File: config.mk
export PLATFORM = sky130hd
export DESIGN_NAME = fpr_controller
export DESIGN_NICKNAME = d
export VERILOG_FILES = /design/src/fpr_pkg.sv /design/src/fpr_controller.sv
export SDC_FILE = /design/constraint.sdc
export NUM_CORES = 1
export LEC_CHECK = 0
export ABC_AREA = 1
export BUFFER_PORTS_ARGS = -buffer_cell sky130_fd_sc_hd__buf_2
export CAP_MARGIN = 20
export CORE_MARGIN = 2
export CORE_UTILIZATION = 46
export DETAILED_ROUTE_END_ITERATION = 6
export PLACE_DENSITY = 0.86
export SYNTH_ARGS = -nofsm -noshare
export SYNTH_HDL_FRONTEND = slang
export SYNTH_SLANG_ARGS = --single-unit
File: constraint.sdc
create_clock -name clock -period 1.6 [get_ports clock]
set_clock_uncertainty 0.2 [all_clocks]
set_input_delay 0 -clock clock [delete_from_list [all_inputs] [get_ports clock]]
set_output_delay 0 -clock clock [all_outputs]
set_load 0.01 [all_outputs]
File: src/fpr_pkg.sv
`default_nettype none
package fpr_pkg;
   localparam int OpenPacketsDefault = 8;
   localparam int MaxWordsDefault    = 16;

   localparam logic [1:0] FLIT_HEAD = 2'd0;
   localparam logic [1:0] FLIT_BODY = 2'd1;
   localparam logic [1:0] FLIT_TAIL = 2'd2;

   localparam logic [2:0] EV_NONE      = 3'd0;
   localparam logic [2:0] EV_HEAD_OPEN = 3'd1;
   localparam logic [2:0] EV_BODY_OK   = 3'd2;
   localparam logic [2:0] EV_BODY_DROP = 3'd3;
   localparam logic [2:0] EV_HEAD_FULL = 3'd4;
   localparam logic [2:0] EV_DONE      = 3'd5;
   localparam logic [2:0] EV_TAIL_MISS = 3'd6;
   localparam logic [2:0] EV_WORD      = 3'd7;

   // input flit fields, kind in the lowest bits
   typedef struct packed {
      logic [7:0]  req_size_in;
      logic        read_flag_in;
      logic [31:0] word_in;
      logic [31:0] time_stamp;
      logic [2:0]  channel_id;
      logic [7:0]  dest_node;
      logic [7:0]  source_node;
      logic [15:0] pkt_id;
      logic        req_level;
      logic [1:0]  kind;
   } flit_fields_type;

   // controller commands to the datapath
   typedef struct packed {
      logic capture;   // register incoming flit
      logic search;    // step the id search
      logic search_go; // start search from slot 0
      logic do_head;
      logic do_body;
      logic shift;     // one compaction step
      logic shift_go;  // start compaction at matched slot
      logic rd_go;     // start word readout
      logic rd_step;   // advance word readout
   } fpr_cmd_type;

   // datapath status to the controller
   typedef struct packed {
      logic       changed;   // captured level differs from stored
      logic [1:0] ftype;
      logic       full;
      logic       search_done;
      logic       found;
      logic       words_full;
      logic       shift_done;
      logic       no_words;
      logic       rd_last;
   } fpr_stat_type;
endpackage
`default_nettype wire

File: src/fpr_controller.sv
`default_nettype none
module fpr_controller (
   input  wire logic                 clock,
   input  wire logic                 reset,
   input  wire logic                 in_valid,
   output logic                      in_ready,
   output logic                      out_valid,
   input  wire logic                 out_ready,
   output logic [2:0]                event_res,
   output logic                      out_last,
   output fpr_pkg::fpr_cmd_type      cmd,
   input  wire fpr_pkg::fpr_stat_type stat
);
   import fpr_pkg::*;

   localparam logic [2:0] S_IDLE   = 3'd0;
   localparam logic [2:0] S_DECODE = 3'd1;
   localparam logic [2:0] S_SEARCH = 3'd2;
   localparam logic [2:0] S_SHIFT  = 3'd3;
   localparam logic [2:0] S_FETCH  = 3'd4;
   localparam logic [2:0] S_OUT    = 3'd5;

   logic [2:0] state_ff, state_in;
   logic [2:0] ev_ff, ev_in;
   logic       last_ff, last_in;
   logic       word_ff, word_in;

   assign in_ready  = state_ff == S_IDLE;
   assign out_valid = state_ff == S_OUT;
   assign event_res = ev_ff;
   assign out_last  = last_ff;

   // next state and commands
   always_comb begin
      state_in = state_ff;
      ev_in    = ev_ff;
      last_in  = last_ff;
      word_in  = word_ff;
      cmd      = '0;
      unique case (state_ff)
         S_IDLE: begin
            if (in_valid) begin
               cmd.capture = 1'b1;
               state_in = S_DECODE;
            end
         end
         S_DECODE: begin
            last_in = 1'b1;
            word_in = 1'b0;
            cmd.search_go = 1'b1;
            state_in = S_OUT;
            if (!stat.changed) ev_in = EV_NONE;
            else if (stat.ftype == FLIT_HEAD) begin
               if (stat.full) ev_in = EV_HEAD_FULL;
               else begin
                  ev_in = EV_HEAD_OPEN;
                  cmd.do_head = 1'b1;
               end
            end else if (stat.ftype == FLIT_BODY || stat.ftype == FLIT_TAIL)
               state_in = S_SEARCH;
            else ev_in = EV_NONE;
         end
         S_SEARCH: begin
            cmd.search = 1'b1;
            if (stat.search_done) begin
               cmd.search = 1'b0;
               state_in = S_OUT;
               if (stat.ftype == FLIT_BODY) begin
                  if (!stat.found || stat.words_full) ev_in = EV_BODY_DROP;
                  else begin
                     ev_in = EV_BODY_OK;
                     cmd.do_body = 1'b1;
                  end
               end else if (!stat.found) ev_in = EV_TAIL_MISS;
               else begin
                  cmd.shift_go = 1'b1;
                  ev_in = EV_DONE;
                  state_in = S_SHIFT;
               end
            end
         end
         S_SHIFT: begin
            cmd.shift = 1'b1;
            if (stat.shift_done) state_in = S_FETCH;
         end
         S_FETCH: begin
            last_in  = stat.no_words;
            state_in = S_OUT;
         end
         S_OUT: begin
            if (out_ready) begin
               if (last_ff) state_in = S_IDLE;
               else begin
                  if (word_ff) cmd.rd_step = 1'b1;
                  ev_in    = EV_WORD;
                  word_in  = 1'b1;
                  last_in  = word_ff ? 1'b0 : 1'b0;
                  state_in = S_FETCH;
               end
            end
         end
         default: state_in = S_IDLE;
      endcase
      if (state_ff == S_FETCH && word_ff) last_in = stat.rd_last;
   end

   always_ff @(posedge clock) begin
      if (reset) begin
         state_ff <= S_IDLE;
         word_ff  <= 1'b0;
         last_ff  <= 1'b1;
         ev_ff    <= EV_NONE;
      end else begin
         state_ff <= state_in;
         word_ff  <= word_in;
         last_ff  <= last_in;
         ev_ff    <= ev_in;
      end
   end
endmodule
`default_nettype wire

==> impl_table.tex <==
\begin{tabular}{lr}
\hline
Metric & Value \\
\hline
\multicolumn{2}{l}{\textbf{Run status}} \\
\quad Run status & finished clean \\
\multicolumn{2}{l}{\textbf{Floorplanning}} \\
\quad Area enclosed by the die boundary & 0.00180 mm\^{}2 \\
\quad Row cnt & 13 \\
\quad Effective utilization at floorplan & 50.9\% \\
\quad Core area & 0.00133 mm\^{}2 \\
\quad Vertical extent of the die & 42.4 um \\
\quad Top-level I/O count & 29 \\
\quad Horizontal die dimension & 42.4 um \\
\multicolumn{2}{l}{\textbf{Place}} \\
\quad Weighted congestion at the end of routability-driven global placement & 0.866 \\
\quad Port-buffer cells & 27 \\
\quad Half-perimeter wire length after placement & 1340 um \\
\multicolumn{2}{l}{\textbf{Clock network}} \\
\quad Inserted Clock Buffers & 3 \\
\quad H-Tree Depth & 1 \\
\quad CTS tree & built \\
\quad Longest Clk Path Bufs & 2 \\
\quad Post-CTS clock slew at the launch and capture registers of the worst setup and hold paths & 50 ps \\
\quad Insertion delay to the later sink of the worst-skew pair & 250 ps \\
\quad Clock tree root buffer cell & clkbuf\_4 \\
\quad Sink count of the clock tree & 8 \\
\multicolumn{2}{l}{\textbf{Synthesis}} \\
\quad Per-instance average area after synthesis & 5.66 um\^{}2 \\
\quad Seq cells post-synth & 8 \\
\quad Library cell occupying the most area in the post-synthesis netlist & dfxtp\_1 \\
\quad Proportion of netlist area held by the largest area contributor & 23.6\% \\
\quad Number of instances in the synthesized netlist & 120 \\
\quad Sequential fraction of the synthesis area & 23.6\% \\
\quad Async set-or-reset flop fraction in the synthesized netlist & 0\% \\
\quad Synth Cell Area & 679 um\^{}2 \\
\quad Leading post-synthesis cells by instance count & 28 x nand2\_1, 22 x nor2\_1, 18 x inv\_1 \\
\quad Number of nets produced by synthesis & 137 \\
\quad Flip-flop cell with the highest count after synthesis & dfxtp\_1 \\
\quad Most area-consuming cells after synthesis & dfxtp\_1 24\%, nand2\_1 15\%, nor2\_1 12\% \\
\quad Count of synthesis-stage warnings from yosys & 0 \\
\quad Post-synth EDFFs & 0 \\
\quad Most common cell in the synthesized netlist & nand2\_1 \\
\quad Number of distinct standard cells referenced by the synthesized netlist & 17 \\
\multicolumn{2}{l}{\textbf{Power and ir drop}} \\
\quad Total power & 1260 uW \\
\quad Clock group share of total power & 11.9\% \\
\quad P\_sw & 605 uW \\
\quad Cell-internal power & 654 uW \\
\quad Pwr/cell area & 1370 mW/mm\^{}2 \\
\quad Logic pwr share & 58.4\% \\
\quad Net switching fraction of the power & 48.1\% \\
\quad Largest vdd supply drop & 1.04 mV \\
\quad Reported leakage power & 0.000556 uW \\
\quad Portion of total power attributed to sequential cells & 29.7\% \\
\multicolumn{2}{l}{\textbf{Worst setup path}} \\
\quad Worst setup EP type & output pin \\
\quad Kind of cell adding the most delay to the critical path & simple AND/OR/NAND/NOR gates \\
\quad Category of the critical setup timing path & register to output pin \\
\quad Crit path max fanout & 7 \\
\quad Arrival time worst endpoint & 1350 ps \\
\quad Largest stage delay, worst path & 380 ps \\
\quad Count of buffering cells on the critical path with inverters included & 2 \\
\quad Sequence of cells on the critical path & nor2\_4 > nand2\_4 > inv\_2 > nand3\_1 > nor2\_1 > buf\_2 \\
\quad Slowest cell on crit path & dfxtp\_2 \\
\quad Data required, critical path & 1400 ps \\
\quad Startpoint type of the worst setup path & register \\
\multicolumn{2}{l}{\textbf{Global routing}} \\
\quad Global Route Usage Sum & 21.6\% \\
\quad Number of antenna violations at the first check in global routing & 0 \\
\quad Largest net degree at the start of global routing & 9 \\
\quad Congestion Overflow GR & 0 \\
\quad First-pass GRT wire length & 3000 um \\
\quad Via count of the first global-routing pass & 714 \\
\multicolumn{2}{l}{\textbf{Timing}} \\
\quad Fmax & 645 MHz \\
\quad Final Slew Violations & 0 \\
\quad Final hold violation count & 0 \\
\quad Portion of the clock cycle consumed by the worst path in the final layout & 96.9\% \\
\quad Minimum clock period & 1550 ps \\
\quad Unrepaired setup endpoints after global routing & true \\
\quad \# setup viols final & 0 \\
\quad Smallest hold slack & 7.34 ps \\
\multicolumn{2}{l}{\textbf{Finish}} \\
\quad Area added between synthesis and finish & 35.0\% \\
\quad Net total in the final layout & 174 \\
\quad Number of diodes & 0 \\
\quad Filler cell count & 121 \\
\quad Fraction of layout instances using a drive strength above 1 & 30.3\% \\
\multicolumn{2}{l}{\textbf{Detailed routing}} \\
\quad DRC violation count after routing & 0 \\
\quad Vias & 887 \\
\quad Post-Route WL & 1890 um \\
\quad Average wire per standard cell & 11.1 um \\
\quad Starting DRT DRC Count & 33 \\
\quad Via density per instance & 5.22 \\
\quad Pre-antenna DRT Iters & 4 \\
\quad Post-route ant nets & 0 \\
\multicolumn{2}{l}{\textbf{Run}} \\
\quad Max Cap Viol & 0 \\
\multicolumn{2}{l}{\textbf{Worst hold path}} \\
\quad Path class of the lowest-slack min-delay path & input port to register \\
\hline
\end{tabular}
[worst register-to-register path: cells and delay by family, from the launching register on]
family                 cells  cell delay, ps
AND/OR/NAND/NOR            7             720
buffers and inverters      1             110
flip-flops                 1             350
[cell families (layout without fill, tap and decap cells)]
family	Yosys count	in the layout	share of synthesized area [%]
buffers and inverters	25	60	14.9
adders and majority gates	3	3	5.53
AOI/OAI and AO/OA	13	13	9.58
and+or+nand+nor	70	70	45.9
other	1	1	0.552
DFF	8	8	23.6
[placed cells by master (no fill, tap or decap)]
cell / synthesis / routed
nand2_1: 28 / 28
dlygate4sd3_1: 0 / 5
clkbuf_4: 0 / 3
a21oi_1: 6 / 6
conb_1: 1 / 1
o21ai_1: 2 / 2
buf_2: 0 / 27
nor4_1: 2 / 2
o21ai_0: 5 / 5
nand3_1: 11 / 11
ha_1: 3 / 3
nand3_2: 2 / 2
inv_1: 18 / 18
nor2_4: 0 / 1
nand2_4: 1 / 1
inv_2: 5 / 5
dfxtp_2: 0 / 3
nand4_1: 1 / 1
dfxtp_1: 8 / 5
buf_4: 2 / 2
nor2_2: 3 / 3
nor2_1: 22 / 21
[routing by layer]
| layer | part of all wire [%] | global-route usage [%] | vias to the layer above |
|---|---|---|---|
| li1 | - | - | 444 |
| met4 | 2.7 | 10.6 | 0 |
| met3 | 7.5 | 4.74 | 8 |
| met1 | 43 | 27.2 | 385 |
| met2 | 47 | 34.5 | 50 |
| met5 | 0 | 0 | - |
[final cells by class]
type                       count  area, um^2  share of cell area (%)
inverter                      23        86.3                    9.41
tap                           15        18.8                    2.05
sequential                     8         164                    17.9
timing repair buffer          34         200                    21.8
multi-input combinational     87         425                    46.4
clock buffer                   3        22.5                    2.46
[flip-flops by register name (all words and copies together) (netlist names)]
register and flops:
state_ff 3, event_res 3, word_ff 1, out_last 1
[power groups by stage]
stage	clock network [uW]	registers, uW	logic (uW)
2_1_floorplan	0	370	463
3_3_place_gp	0	356	659
3_5_place_dp	0	361	671
4_1_cts	156	370	698
5_1_grt	167	382	827
6_report	150	374	735
[final timing paths]
path	startpoint	endpoint	slack (ps)	cells after the start
max	state_ff[2]	cmd[2]	50	6
min	stat[9]	event_res[2]	7	5
max reg2reg	state_ff[1]	event_res[1]	110	8
min reg2reg	word_ff	word_ff	290	2
[stage by stage]
stage               utilization [%]  area [um^2]  setup TNS (ps)  setup slack, ps  instances
floorplan                         -          679               0              135        120
global placement               61.9          826               0              105        161
detailed placement             61.9          826               0             57.2        161
CTS                            68.7          916               0             30.6        170
global route                   68.8          917           -42.2            -29.4        170
finish                         68.8          917               0             50.3        170
[repair_timing]
item	4_1_cts	5_1_grt
buffers inserted	0	1
hold endpoints to repair	8	0
endpoints found under the setup margin	3	9
hold buffers	6	0
gates resized for setup	3	2
gates cloned	0	0
pin swaps	0	2
Note: power is estimated with default switching activity, not from simulation.
